===== src/hdl/vtc_pkg.sv =====
`timescale 1ns / 1ps

package vtc_pkg;

	localparam int unsigned LENGTH_LIMIT_DEFAULT = 32'd65535;

	localparam int KIND_W   = 5;
	localparam int LENGTH_W = 16;
	localparam int FAULT_W  = 2;

	localparam logic [KIND_W-1:0] KIND_END     = 5'd0;
	localparam logic [KIND_W-1:0] KIND_IDENT   = 5'd1;
	localparam logic [KIND_W-1:0] KIND_KW_BASE = 5'd2;
	localparam logic [KIND_W-1:0] KIND_TIME    = 5'd15;
	localparam logic [KIND_W-1:0] KIND_SCALAR  = 5'd16;
	localparam logic [KIND_W-1:0] KIND_VECTOR  = 5'd17;

	localparam logic [FAULT_W-1:0] FAULT_NONE     = 2'd0;
	localparam logic [FAULT_W-1:0] FAULT_BAD_CHAR = 2'd1;
	localparam logic [FAULT_W-1:0] FAULT_NO_IDENT = 2'd2;
	localparam logic [FAULT_W-1:0] FAULT_DATA     = 2'd3;

	localparam logic [1:0] MODE_HEADER   = 2'd0;
	localparam logic [1:0] MODE_DUMPS    = 2'd1;
	localparam logic [1:0] MODE_AWAIT_ID = 2'd2;

	// Keyword table: index order gives the token kind offset.
	localparam int NKW    = 13;
	localparam int KW_MAX = 15;

	localparam int KW_END     = 1;
	localparam int KW_COMMENT = 4;
	localparam int KW_ENDDEFS = 8;

	localparam logic [3:0] KW_LEN [NKW] = '{
		4'd5, 4'd4, 4'd8, 4'd10, 4'd8, 4'd6, 4'd8, 4'd4, 4'd15, 4'd9, 4'd8, 4'd7, 4'd8
	};

	localparam logic [8*KW_MAX-1:0] KW_TEXT [NKW] = '{
		"$date", "$end", "$version", "$timescale", "$comment", "$scope",
		"$upscope", "$var", "$enddefinitions", "$dumpvars", "$dumpall",
		"$dumpon", "$dumpoff"
	};

	// Tail flag bit positions.
	localparam int TF_DIG  = 0;
	localparam int TF_SCL  = 1;
	localparam int TF_REAL = 2;
	localparam int TF_DOT  = 3;

	localparam int QUEUE_DEPTH = 4;

	typedef struct packed {
		logic [KIND_W-1:0]   kind;
		logic [LENGTH_W-1:0] length;
		logic [FAULT_W-1:0]  fault;
		logic                last;
	} result_t;

	// Character at position pos of keyword idx; zero past the end of the text.
	function automatic logic [7:0] kw_char(input int idx, input logic [3:0] pos);
		logic [8*KW_MAX-1:0] word;
		word = KW_TEXT[idx] << (8 * (KW_MAX - int'(KW_LEN[idx])));
		if (pos == 4'd15) begin
			return 8'd0;
		end
		return word[8*(KW_MAX-1-int'(pos)) +: 8];
	endfunction

	function automatic logic is_scalar_mark(input logic [7:0] c);
		return (c == "0") || (c == "1") || (c == "x") || (c == "X") ||
			(c == "z") || (c == "Z");
	endfunction

	function automatic logic is_digit(input logic [7:0] c);
		return (c >= "0") && (c <= "9");
	endfunction

endpackage


===== src/hdl/vtc_result_queue.sv =====
`timescale 1ns / 1ps

module vtc_result_queue (
	input  logic             clk,
	input  logic             arst_n,
	input  logic [1:0]       push_count,
	input  vtc_pkg::result_t push_first,
	input  vtc_pkg::result_t push_second,
	input  logic             pop,
	output logic             room_for_two,
	output logic             head_valid,
	output vtc_pkg::result_t head
);
	import vtc_pkg::*;

	localparam int PTR_W = $clog2(QUEUE_DEPTH);
	localparam int CNT_W = $clog2(QUEUE_DEPTH + 1);

	result_t            entry_q [QUEUE_DEPTH];
	logic [PTR_W-1:0]   wr_ptr_q;
	logic [PTR_W-1:0]   rd_ptr_q;
	logic [CNT_W-1:0]   count_q;
	logic [PTR_W-1:0]   wr_next;
	logic               do_pop;

	assign wr_next      = wr_ptr_q + PTR_W'(1);
	assign head_valid   = (count_q != '0);
	assign head         = entry_q[rd_ptr_q];
	assign do_pop       = pop && head_valid;
	assign room_for_two = (count_q <= CNT_W'(QUEUE_DEPTH - 2));

	always_ff @(posedge clk) begin
		if (push_count != 2'd0) begin
			entry_q[wr_ptr_q] <= push_first;
		end
		if (push_count == 2'd2) begin
			entry_q[wr_next] <= push_second;
		end
	end

	always_ff @(posedge clk or negedge arst_n) begin
		if (!arst_n) begin
			wr_ptr_q <= '0;
			rd_ptr_q <= '0;
			count_q  <= '0;
		end else begin
			wr_ptr_q <= wr_ptr_q + PTR_W'(push_count);
			if (do_pop) begin
				rd_ptr_q <= rd_ptr_q + PTR_W'(1);
			end
			count_q <= count_q + CNT_W'(push_count) - CNT_W'(do_pop);
		end
	end

endmodule


===== src/hdl/vcd_token_classifier.sv =====
`timescale 1ns / 1ps
// Latency: the results of a byte are queued at its transfer and offered on the token side in order.
// Throughput: one byte per cycle; a byte may cause up to two results, queued four deep.
// text_ready drops while the result queue holds more than two results.
// Reset (arst_n low): section mode back to header, no token or comment pending,
// fault halt cleared, result queue emptied.
module vcd_token_classifier #(
	parameter int unsigned LENGTH_LIMIT = vtc_pkg::LENGTH_LIMIT_DEFAULT
) (
	input  logic                          clk,
	input  logic                          arst_n,
	input  logic                          text_valid,
	output logic                          text_ready,
	input  logic [7:0]                    text_byte,
	input  logic                          stream_end,
	output logic                          token_valid,
	input  logic                          token_ready,
	output logic [vtc_pkg::KIND_W-1:0]    token_kind,
	output logic [vtc_pkg::LENGTH_W-1:0]  token_length,
	output logic [vtc_pkg::FAULT_W-1:0]   fault,
	output logic                          last_of_run
);
	import vtc_pkg::*;

	localparam logic [LENGTH_W-1:0] LEN_CAP =
		(LENGTH_LIMIT > 32'd65535) ? 16'hFFFF : LENGTH_W'(LENGTH_LIMIT);

	logic [1:0]          mode_q;
	logic                comment_q;
	logic                in_token_q;
	logic [LENGTH_W-1:0] count_q;
	logic [7:0]          lead_q;
	logic [NKW-1:0]      hits_q;
	logic [3:0]          tail_q;
	logic                halted_q;

	logic                accept;
	logic                live;
	logic                is_ws;
	logic                is_print;
	logic                is_bad;
	logic                flush;
	logic                extra;

	logic [KIND_W-1:0]   fin_kind;
	logic [FAULT_W-1:0]  fin_fault;
	logic                fin_halt;
	logic [1:0]          fin_mode;
	logic                fin_comment;
	logic                kw_found;
	logic [3:0]          kw_idx;

	logic [LENGTH_W-1:0] pos;
	logic [NKW-1:0]      hits_new;
	logic [3:0]          tail_new;
	logic [LENGTH_W-1:0] count_new;

	result_t             fin_res;
	result_t             extra_res;
	result_t             push_first;
	result_t             push_second;
	logic [1:0]          push_count;
	result_t             head;

	assign accept   = text_valid && text_ready;
	assign live     = !halted_q;
	assign is_ws    = !stream_end && ((text_byte == " ") || (text_byte == 8'h09) ||
		(text_byte == 8'h0A) || (text_byte == 8'h0D));
	assign is_print = !stream_end && (text_byte >= "!") && (text_byte <= "~");
	assign is_bad   = !stream_end && !is_ws && !is_print;
	assign flush    = in_token_q && (stream_end || is_ws || is_bad);

	// Classification of the pending token when it ends.
	always_comb begin
		fin_kind    = KIND_IDENT;
		fin_fault   = FAULT_NONE;
		fin_halt    = 1'b0;
		fin_mode    = mode_q;
		fin_comment = comment_q;
		kw_found    = 1'b0;
		kw_idx      = '0;
		// Descending so that the lowest matching index wins.
		for (int i = NKW - 1; i >= 0; i--) begin
			if (hits_q[i] && (count_q == LENGTH_W'(KW_LEN[i]))) begin
				kw_found = 1'b1;
				kw_idx   = 4'(i);
			end
		end
		if (kw_found) begin
			fin_kind = KIND_KW_BASE + KIND_W'(kw_idx);
			if (kw_idx == 4'(KW_END)) begin
				fin_comment = 1'b0;
			end
			if (kw_idx == 4'(KW_COMMENT)) begin
				fin_comment = 1'b1;
			end
			if (kw_idx == 4'(KW_ENDDEFS)) begin
				fin_mode = MODE_DUMPS;
			end
		end else if ((lead_q == "#") && (count_q > LENGTH_W'(1)) && tail_q[TF_DIG]) begin
			if (mode_q == MODE_AWAIT_ID) begin
				fin_kind  = KIND_END;
				fin_fault = FAULT_NO_IDENT;
				fin_halt  = 1'b1;
			end else if (mode_q == MODE_DUMPS) begin
				fin_kind = KIND_TIME;
			end
		end else if (mode_q == MODE_DUMPS) begin
			if (is_scalar_mark(lead_q)) begin
				fin_kind = KIND_SCALAR;
			end else if ((((lead_q == "b") || (lead_q == "B")) && tail_q[TF_SCL]) ||
					(((lead_q == "r") || (lead_q == "R")) && tail_q[TF_REAL])) begin
				fin_kind = KIND_VECTOR;
				fin_mode = MODE_AWAIT_ID;
			end else if (!comment_q) begin
				fin_kind  = KIND_END;
				fin_fault = FAULT_DATA;
				fin_halt  = 1'b1;
			end
		end else if (mode_q == MODE_AWAIT_ID) begin
			fin_mode = MODE_DUMPS;
		end
	end

	// Per-character update of the keyword and tail trackers.
	always_comb begin
		pos      = in_token_q ? count_q : '0;
		hits_new = in_token_q ? hits_q : '1;
		tail_new = in_token_q ? tail_q : 4'(1 << TF_DIG | 1 << TF_SCL | 1 << TF_REAL);
		if (in_token_q) begin
			if (!is_digit(text_byte)) begin
				tail_new[TF_DIG] = 1'b0;
			end
			if (!is_scalar_mark(text_byte)) begin
				tail_new[TF_SCL] = 1'b0;
			end
			if (text_byte == ".") begin
				if (tail_q[TF_DOT]) begin
					tail_new[TF_REAL] = 1'b0;
				end
				tail_new[TF_DOT] = 1'b1;
			end else if (!is_digit(text_byte)) begin
				tail_new[TF_REAL] = 1'b0;
			end
		end
		for (int i = 0; i < NKW; i++) begin
			if ((pos >= LENGTH_W'(KW_LEN[i])) || (kw_char(i, pos[3:0]) != text_byte)) begin
				hits_new[i] = 1'b0;
			end
		end
		if (!in_token_q) begin
			count_new = LENGTH_W'(1);
		end else if (count_q < LEN_CAP) begin
			count_new = count_q + LENGTH_W'(1);
		end else begin
			count_new = count_q;
		end
	end

	// A stream end or a bad character adds a result unless the flushed token faulted.
	assign extra = !(flush && fin_halt) && (stream_end || is_bad);

	always_comb begin
		fin_res.kind     = fin_kind;
		fin_res.length   = count_q;
		fin_res.fault    = fin_fault;
		fin_res.last     = !extra;
		extra_res.kind   = KIND_END;
		extra_res.length = '0;
		extra_res.fault  = stream_end ? FAULT_NONE : FAULT_BAD_CHAR;
		extra_res.last   = 1'b1;
		push_first       = flush ? fin_res : extra_res;
		push_second      = extra_res;
		if (accept && live) begin
			push_count = 2'(flush) + 2'(extra);
		end else begin
			push_count = 2'd0;
		end
	end

	always_ff @(posedge clk or negedge arst_n) begin
		if (!arst_n) begin
			mode_q     <= MODE_HEADER;
			comment_q  <= 1'b0;
			in_token_q <= 1'b0;
			count_q    <= '0;
			lead_q     <= '0;
			hits_q     <= '0;
			tail_q     <= '0;
			halted_q   <= 1'b0;
		end else if (accept && live) begin
			if (flush) begin
				in_token_q <= 1'b0;
				count_q    <= '0;
				mode_q     <= fin_mode;
				comment_q  <= fin_comment;
			end
			halted_q <= (flush && fin_halt) || is_bad;
			if (is_print) begin
				if (!in_token_q) begin
					lead_q <= text_byte;
				end
				in_token_q <= 1'b1;
				count_q    <= count_new;
				hits_q     <= hits_new;
				tail_q     <= tail_new;
			end
		end
	end

	vtc_result_queue u_queue (
		.clk          (clk),
		.arst_n       (arst_n),
		.push_count   (push_count),
		.push_first   (push_first),
		.push_second  (push_second),
		.pop          (token_ready),
		.room_for_two (text_ready),
		.head_valid   (token_valid),
		.head         (head)
	);

	assign token_kind   = head.kind;
	assign token_length = head.length;
	assign fault        = head.fault;
	assign last_of_run  = head.last;

endmodule


===== config.mk =====
export PLATFORM = sky130hd
export DESIGN_NAME = vcd_token_classifier
export DESIGN_NICKNAME = d
export VERILOG_FILES = /design/src/hdl/vtc_pkg.sv /design/src/hdl/vtc_result_queue.sv /design/src/hdl/vcd_token_classifier.sv
export SDC_FILE = /design/constraint.sdc
export NUM_CORES = 1
export LEC_CHECK = 0
export BUFFER_PORTS_ARGS = -buffer_cell sky130_fd_sc_hd__buf_2
export CAP_MARGIN = 20
export CELL_PAD_IN_SITES_DETAIL_PLACEMENT = 0
export CELL_PAD_IN_SITES_GLOBAL_PLACEMENT = 1
export CORE_AREA = 2 2 182 184
export DETAILED_ROUTE_END_ITERATION = 7
export DIE_AREA = 0 0 184 186
export PLACE_DENSITY = 0.58
export SKIP_CTS_REPAIR_TIMING = 1
export SLEW_MARGIN = 20
export SYNTH_ARGS = -nofsm -noshare
export SYNTH_HDL_FRONTEND = slang
export SYNTH_SLANG_ARGS = --single-unit

===== constraint.sdc =====
create_clock -name clk -period 4.5 [get_ports clk]
set_input_delay 0.45 -clock clk [delete_from_list [all_inputs] [get_ports clk]]
set_output_delay 0.45 -clock clk [all_outputs]
set_load 0.02 [all_outputs]

==> results of run 1 <==
[per-stage QoR]
stage,setup WS [ns],cells
detailed placement,0.615,1480
finish,0.598,1512
global route,0.331,1512
CTS,0.583,1512
floorplan,0.316,1078
global placement,0.652,1480
[path summary, 6_finish.rpt]
kind | from | end | cells after the start
worst min-delay path | arst_n | u_queue.wr_ptr_q[0]$_DFF_PN0_ | 1
min in group clk | token_ready | u_queue.rd_ptr_q[0]$_DFFE_PN0P_ | 3
worst min register to register | u_queue.entry_q[3][6]$_SDFFE_PP0P_ | u_queue.entry_q[3][6]$_SDFFE_PP0P_ | 2
worst max-delay path | count_q[13]$_DFFE_PN0P_ | u_queue.entry_q[1][12]$_SDFFE_PP0P_ | 11
worst max register to register | count_q[13]$_DFFE_PN0P_ | u_queue.entry_q[1][12]$_SDFFE_PP0P_ | 11
max in group asynchronous | arst_n | hits_q[7]$_DFFE_PN0P_ | 2
[worst max-delay path, stage by stage, from the launching register on]
cell      delay (ns)
dfrtp_1         0.47
or4_1           0.62
nor3_4          0.23
a21oi_2         0.11
or4_4           0.51
a211oi_4        0.25
nor2_1          0.09
ha_1            0.40
mux2i_1         0.16
or3_1           0.47
buf_12          0.22
a22o_1          0.23
[sequential cells by signal (all words and copies together) (netlist names), 3 cells and up]
register,count
count_q,16
hits_q,13
lead_q,8
tail_q,4
u_queue.count_q,3
u_queue.entry_q,96
[cell usage after synthesis, drive strengths merged (5+ instances only)]
cell type,number
a2111oi,7
a211oi,9
a21oi,49
a22o,73
a2bb2oi,6
a311oi,5
a31oi,14
and2,7
and3,9
buf,28
clkbuf,69
dfrtp,53
dfxtp,92
ha,18
inv,24
mux2,11
mux2i,8
mux4,24
nand2,100
nand2b,20
nand3,20
nand3b,6
nand4,9
nor2,87
nor2b,17
nor3,25
nor4,18
o211ai,8
o21ai,56
o21bai,5
o22a,7
o22ai,11
o31ai,13
o32ai,8
or3,12
or4,8
xnor2,46
xor2,11
[power breakdown]
part           internal [mW]  switching, mW  total, mW  leakage [nW]
Combinational          0.476          0.632       1.11          2.40
Sequential              1.49          0.237       1.73          1.48
Clock                  0.878          0.626       1.50         0.294
[area by class of cell]
cell class	count	area, µm²	area share, %
multi-input combinational	806	5730	52.8
tap	408	510	4.70
clock buffer	21	472	4.35
inverter	26	97.6	0.899
clock inverter	11	138	1.27
sequential	149	3290	30.3
timing repair buffer	91	613	5.65
[layer usage]
layer	track usage, %	routed length, µm	share of wire [%]	vias to the layer above
li1	-	-	-	4074
met5	0	0	0	-
met2	31.6	15200	45	270
met4	4.86	443	1.3	0
met1	28.8	16300	48	4438
met3	2.99	1800	5.3	27
[kinds of logic (layout without fill, tap and decap cells)]
family / Yosys count / count (layout) / share of synthesized area [%]
AOI/OAI and AO/OA: 330 / 330 / 25.8
xor gates and xnor gates: 57 / 57 / 5.25
adders and majority gates: 19 / 19 / 2.58
buffers and inverters: 123 / 149 / 5.22
DFF: 149 / 149 / 34.6
muxes: 43 / 43 / 7.86
and+or+nand+nor: 357 / 357 / 18.8
==> impl_metrics.yaml, run 1 <==
synthesis:
  ys.flop_type: "dfxtp_1"
  synth_top_cell_area_share_pct: 19.4
  synth_cells: 1078
  yosysUniqueCellTypes: 88
  synth-seq-cells: 149
  syn_avg_cell_area_um2: 8.83
  ys_warn_count: 0
  seq_area_frac_synth_pct: 34.6
  syn_nets: 1110
  yosys-top-cells-area: "dfxtp_1, dfrtp_1, a22o_1"
  syn-cell-area_um2: 9510
  yosysTopAreaCell: "dfxtp_1"
  synth_edf_count: 4
  ys_async_sr_fraction_pct: 35.6
placed_design:
  portBuffers: 38
  hpwl_um: 23900
  gp_congestion: 0.935
  placed_cell_area_um2: 10200
sta:
  tightest_slew_ns: 1.13
  min_period_over_period_pct: 86.7
  hold_ws_ns: 0.0641
  fmax_mhz: 256
  setup_tns_ns: 0
  finalSetupViolCount: 0
  rsz0062_at_grt: "false"
  slew_viol_final: 0
  relSlewSlack_pct: 24.5
  period_needed_ns: 3.90
  fin_skew_ns: 0.0162
  hold_viol_final: 0
clock_network:
  cts-root-buf: "clkbuf_16"
  path_clk_slew_ns: 0.07
  cts_tree: "done"
  clock-sinks: 149
  cts.path.max_buffers: 2
  insertion_delay_ns: 0.44
  htree_levels: 4
  numCtsBuffers: 17
routing:
  first_pass_iters: 5
  ant_nets: 0
  routed-via-count: 8809
  wl_per_cell_um: 22.3
  remaining_drc_errors: 0
  first_iter_violations: 684
  wirelength_um: 33700
  vias_per_cell: 5.83
worst_setup_path:
  crit_path_start_kind: "flop"
  arrival_ns: 4.22
  worstPathRequired_ns: 4.82
  crit_path_max_fanout: 17
  reg2reg_slack_ns: 0.60
  crit_type: "flop to flop"
  end_kind: "flop"
grt:
  grt_max_degree: 48
  grt_pass1_wl_um: 52500
  grtUsageTotal_pct: 20.1
  grt_pass1_vias: 8567
  antenna_found_initial: 0
  grt_overflow: 0
floorplan:
  fp.dieW_um: 184
  ios: 39
  rows: 66
  start_util_pct: 29.5
  core-area_um2: 32200
  dieArea_um2: 34200
  die_h_um: 186
outcome:
  status: "finished clean"
finish:
  layout_common_cells: "nand2_1, dfxtp_1, nor2_1"
  drive_gt1_share_pct: 16.4
  utilization_pct: 33.7
  fin_nets: 1123
  antenna_cells: 0
  fillers: 3326
  syn_to_final_growth_pct: 14.1
  final_cell_area_um2: 10900
  mostFrequentLayoutCell: "nand2_1"
power:
  p_leak_nw: 4.18
  power_density_nw_per_um2: 400
  vdd_drop_max_mv: 0.285
  total_power_mw: 4.34
run:
  cap_viol_max_count: 0
min_path:
  holdCritPathClass: "input pin to asynchronous set/reset pin"
Power figures use the tool's default switching activity.
==> run 2, diff against run 1 <==
--- a/config.mk
+++ b/config.mk
@@ -6,13 +6,13 @@
 export NUM_CORES = 1
 export LEC_CHECK = 0
 export BUFFER_PORTS_ARGS = -buffer_cell sky130_fd_sc_hd__buf_2
-export CAP_MARGIN = 20
+export CAP_MARGIN = 10
 export CELL_PAD_IN_SITES_DETAIL_PLACEMENT = 0
 export CELL_PAD_IN_SITES_GLOBAL_PLACEMENT = 1
 export CORE_AREA = 2 2 182 184
 export DETAILED_ROUTE_END_ITERATION = 7
 export DIE_AREA = 0 0 184 186
-export PLACE_DENSITY = 0.58
+export PLACE_DENSITY = 0.56
 export SKIP_CTS_REPAIR_TIMING = 1
 export SLEW_MARGIN = 20
 export SYNTH_ARGS = -nofsm -noshare
==> constraint.sdc (replaced) <==
create_clock -name clk -period 4.08 [get_ports clk]
set_input_delay 0.408 -clock clk [delete_from_list [all_inputs] [get_ports clk]]
set_output_delay 0.408 -clock clk [all_outputs]
set_load 0.02 [all_outputs]
==> impl_metrics.yaml, run 2 (synthesis results as in run 1) <==
outcome:
  status: "finished clean"
finish:
  fin_nets: 1158
  seq_area_um2: 3290
  drive_gt1_share_pct: 19.1
  multi_input_area_um2: 5730
  final_cell_area_um2: 11200
  top_regs: "u_queue.entry_q: 96 flops, count_q: 16 flops, hits_q: 13 flops"
  largest_reg_flops: 96
  fillers: 3338
  finalNonFillerCells: 1547
  layout_common_cells: "nand2_1, dfxtp_1, nor2_1"
  syn_to_final_growth_pct: 17.5
  antenna_cells: 0
  mostFrequentLayoutCell: "nand2_1"
  largest-register: "u_queue.entry_q"
power:
  p_clk_share_pct: 33.3
  power_density_nw_per_um2: 421
  power_frac_seq_pct: 41.0
  pwr-share-comb_pct: 25.7
  power.net_switching_mw: 1.70
  p_leak_nw: 4.36
  vdd_drop_max_mv: 0.281
  netSwitchingFraction_pct: 36.1
  p_int_mw: 3.01
floorplan:
  start_util_pct: 29.5
  rows: 66
  fp.dieW_um: 184
  core-area_um2: 32200
  ios: 39
  die_h_um: 186
  dieArea_um2: 34200
sta:
  rsz0062_at_grt: "false"
  fin_skew_ns: 0.00936
  relSlewSlack_pct: 32.4
  setup_tns_ns: 0
  tightest_slew_ns: 1.01
  period_needed_ns: 3.75
  finalSetupViolCount: 0
  hold_viol_final: 0
  slew_viol_final: 0
  fmax_mhz: 267
  min_period_over_period_pct: 91.8
routing:
  first_pass_iters: 5
  routed-via-count: 8662
  ant_nets: 0
  remaining_drc_errors: 0
  wirelength_um: 33600
  vias_per_cell: 5.60
  wl_per_cell_um: 21.7
  first_iter_violations: 783
worst_setup_path:
  path_cells: "buf_4 -> nand2_1 -> inv_1 -> ha_1 -> a21boi_0 -> buf_4 -> nand2b_1 -> nand2_1 -> nor3_1 -> xnor2_1 -> nor4_1 -> a32o_1"
  worstPathRequired_ns: 4.44
  arrival_ns: 4.11
  r2r-end: "hits_q[5]$_DFFE_PN0P_"
  reg2reg_from: "count_q[0]$_DFFE_PN0P_"
  cp_slowest_cell: "nor3_1"
  reg2reg_slack_ns: 0.33
  reg2reg_depth: 12
  crit_path_start_kind: "flop"
  end_kind: "flop"
  crit_type: "flop to flop"
  crit_path_max_fanout: 23
  max_stage_delay_ns: 0.47
clock_network:
  cts-root-buf: "clkbuf_16"
  insertion_delay_ns: 0.42
  htree_levels: 4
  cts_tree: "done"
  path_clk_slew_ns: 0.07
  numCtsBuffers: 17
  cts.path.max_buffers: 2
  clock-sinks: 149
placed_design:
  placed_cell_area_um2: 10600
  portBuffers: 38
  hpwl_um: 24300
  gp_congestion: 0.918
  dp_cells: 1515
grt:
  grtUsageTotal_pct: 20.2
  grt_pass1_vias: 8552
  grt_max_degree: 46
  grt_overflow: 0
  grt_pass1_wl_um: 52500
  antenna_found_initial: 0
min_path:
  holdCritPathClass: "input pin to asynchronous set/reset pin"
run:
  cap_viol_max_count: 0
run 2: area by class of cell:
type                            instances  area share, %
Timing Repair Buffer                  126           8.62
Multi-Input combinational cell        806           51.3
Inverter                               26          0.873
Clock buffer                           17           3.80
Sequential cell                       149           29.4
Clock inverter                         15           1.45
Tap cell                              408           4.57
run 2: worst max-delay path, delay by kind of cell (launching register included):
| family | cells | cell delay [ns] |
|---|---|---|
| AND/OR/NAND/NOR | 5 | 1.62 |
| buffers and inverters | 3 | 0.57 |
| flip-flops | 1 | 0.46 |
| AO/OA/AOI/OAI | 2 | 0.45 |
| adder cells (fa/ha/maj) | 1 | 0.39 |
| XOR/XNOR | 1 | 0.20 |
run 2: how the worst max path moves through the flow:
stage	cells past startpoint	to	start	slack, ns
3_3_place_gp	13	u_queue.count_q[2]$_DFF_PN0_	count_q[10]$_DFFE_PN0P_	0.39
6_report	12	hits_q[5]$_DFFE_PN0P_	count_q[0]$_DFFE_PN0P_	0.33
2_1_floorplan	17	u_queue.entry_q[2][15]$_SDFFE_PP0P_	count_q[1]$_DFFE_PN0P_	0.03
5_1_grt	10	hits_q[4]$_DFFE_PN0P_	count_q[0]$_DFFE_PN0P_	0.05
4_1_cts	15	u_queue.count_q[2]$_DFF_PN0_	count_q[0]$_DFFE_PN0P_	0.33
3_5_place_dp	15	u_queue.count_q[2]$_DFF_PN0_	count_q[0]$_DFFE_PN0P_	0.39
run 2: metal layers:
layer  vias up  track usage, %  routed length, µm
met2       275            31.7              14900
met4         0            5.41                659
met1      4222            28.5              16000
li1       4127               -                  -
met3        38            3.40               1990
met5         -               0                  0
run 2: through the flow:
| step | power (mW) | util, % | hold WS (ns) | setup slack, ns |
|---|---|---|---|---|
| floorplan | 2.74 | - | 0.112 | 0.0323 |
| global placement | 3.17 | 32.9 | 0.435 | 0.392 |
| detailed placement | 3.17 | 32.9 | 0.443 | 0.389 |
| CTS | 4.76 | 34.7 | 0.0429 | 0.331 |
| global route | 4.97 | 34.7 | 0.0594 | 0.0468 |
| finish | 4.70 | 34.7 | 0.0330 | 0.334 |
run 2: power groups by stage:
stage                     Combinational [mW]  Sequential [mW]  Clock (mW)
after detailed placement                1.20             1.96           0
final                                   1.21             1.93        1.57
after CTS                               1.21             1.93        1.62
after global routing                    1.32             1.97        1.69
after floorplan                        0.974             1.76           0
after global placement                  1.21             1.96           0
==> run 3, diff against run 2 <==
--- a/config.mk
+++ b/config.mk
@@ -12,6 +12,7 @@
 export CORE_AREA = 2 2 182 184
 export DETAILED_ROUTE_END_ITERATION = 7
 export DIE_AREA = 0 0 184 186
+export GPL_TIMING_DRIVEN = 0
 export PLACE_DENSITY = 0.56
 export SKIP_CTS_REPAIR_TIMING = 1
 export SLEW_MARGIN = 20
==> impl_metrics.yaml, run 3 (synthesis results as in run 1) <==
min_path:
  holdCritPathClass: "input pin to asynchronous set/reset pin"
routing:
  first_pass_iters: 5
  vias_per_cell: 5.71
  wirelength_um: 36900
  routed-via-count: 9060
  wl_per_cell_um: 23.3
  first_iter_violations: 967
  remaining_drc_errors: 0
  ant_nets: 0
clock_network:
  numCtsBuffers: 17
  htree_levels: 4
  cts_tree: "done"
  path_clk_slew_ns: 0.07
  cts-root-buf: "clkbuf_16"
  insertion_delay_ns: 0.43
  clock-sinks: 149
  cts.path.max_buffers: 2
sta:
  hold_viol_final: 0
  finalSetupViolCount: 0
  setup_ws_ns: 0.0698
  hold_ws_ns: 0.0208
  setup_tns_ns: 0
  tightest_slew_ns: 0.975
  min_period_over_period_pct: 98.3
  slew_viol_final: 0
  fmax_mhz: 249
  period_needed_ns: 4.01
  fin_skew_ns: 0.0160
  relSlewSlack_pct: 33.1
worst_setup_path:
  end_kind: "flop"
  crit_path_max_fanout: 9
  reg2reg_slack_ns: 0.07
  cp_slowest_cell: "o41a_1"
  worstPathRequired_ns: 4.45
  path_cells: "buf_6 -> buf_8 -> clkinvlp_4 -> ha_4 -> nand2_1 -> o22ai_1 -> o41a_1 -> nand2b_4 -> buf_6 -> a211oi_4 -> nor2_2 -> ha_4 -> nor2_1 -> or3_4 -> nor2_4 -> clkbuf_16 -> a22o_1"
  arrival_ns: 4.38
  max_stage_delay_ns: 0.50
  crit_path_start_kind: "flop"
  crit_type: "flop to flop"
grt:
  grt_pass1_wl_um: 55300
  grtUsageTotal_pct: 21.7
  grt_max_degree: 54
  grt_overflow: 0
  antenna_found_initial: 1
  grt_pass1_vias: 8748
finish:
  multi_input_area_um2: 5980
  drive_gt1_share_pct: 21.7
  top_regs: "u_queue.entry_q: 96 flops, count_q: 16 flops, hits_q: 13 flops"
  layout_common_cells: "nand2_1, dfxtp_1, nor2_1"
  utilization_pct: 35.6
  mostFrequentLayoutCell: "nand2_1"
  seq_area_um2: 3290
  largest-register: "u_queue.entry_q"
  fin_nets: 1196
  syn_to_final_growth_pct: 20.5
  fillers: 3372
  largest_reg_flops: 96
run:
  cap_viol_max_count: 0
floorplan:
  fp.dieW_um: 184
  core-area_um2: 32200
  start_util_pct: 29.5
  ios: 39
  rows: 66
  die_h_um: 186
  dieArea_um2: 34200
placed_design:
  gp_congestion: 0.950
  portBuffers: 34
  dpl_worst_slack_ns: -1.49
  hpwl_um: 27100
power:
  p_leak_nw: 4.42
  power_density_nw_per_um2: 432
  vdd_drop_max_mv: 0.288
outcome:
  status: "finished clean"
-- run 3: path summary, 6_finish.rpt --
kind / startpoint / end / depth (start not counted)
min in group clk: token_ready / u_queue.rd_ptr_q[0]$_DFFE_PN0P_ / 3
worst max-delay path: count_q[0]$_DFFE_PN0P_ / u_queue.entry_q[1][11]$_SDFFE_PP0P_ / 17
worst min register to register: u_queue.entry_q[3][6]$_SDFFE_PP0P_ / u_queue.entry_q[3][6]$_SDFFE_PP0P_ / 2
worst min-delay path: arst_n / u_queue.count_q[2]$_DFF_PN0_ / 1
max in group asynchronous: arst_n / count_q[1]$_DFFE_PN0P_ / 1
worst max register to register: count_q[0]$_DFFE_PN0P_ / u_queue.entry_q[1][11]$_SDFFE_PP0P_ / 17
-- run 3: power breakdown --
group / internal (mW) / total [mW] / switching [mW]
Combinational: 0.599 / 1.52 / 0.918
Clock: 0.923 / 1.65 / 0.730
Sequential: 1.64 / 1.78 / 0.140
Total: 3.17 / 4.95 / 1.79
-- run 3: per-stage QoR --
step	cells	total power, mW	cell area [µm²]
final	1586	4.95	11500
after global routing	1585	5.21	11500
after CTS	1552	4.83	10800
after detailed placement	1520	3.16	10200
after global placement	1520	3.16	10200
after floorplan	1078	2.74	9520
-- run 3: per-layer routing --
layer	GRT usage, %	vias up	share of wire [%]
met2	33.3	335	44
met1	29.6	4458	46
met4	8.83	0	3.2
met3	4.52	59	6.6
met5	0	-	0
li1	-	4208	-
-- run 3: layout make-up --
| cell class | count | area share (%) |
|---|---|---|
| plain buffers | 95 | 4.34 |
| multi-input cells | 806 | 52.1 |
| clock buffers | 19 | 4.05 |
| repair buffers | 69 | 3.98 |
| well taps | 408 | 4.45 |
| diodes | 1 | 0.0218 |
| flip-flops and latches | 149 | 28.7 |
| inverters | 26 | 0.949 |
| clock inverters | 13 | 1.39 |
-- run 3: critical path: cells and delay by family, from the launching register on --
family / cells / cell delay, ns
adders and majority gates: 2 / 0.59
DFF: 1 / 0.36
and+or+nand+nor: 6 / 1.13
AOI/OAI and AO/OA: 4 / 1.02
buffers and inverters: 5 / 0.84
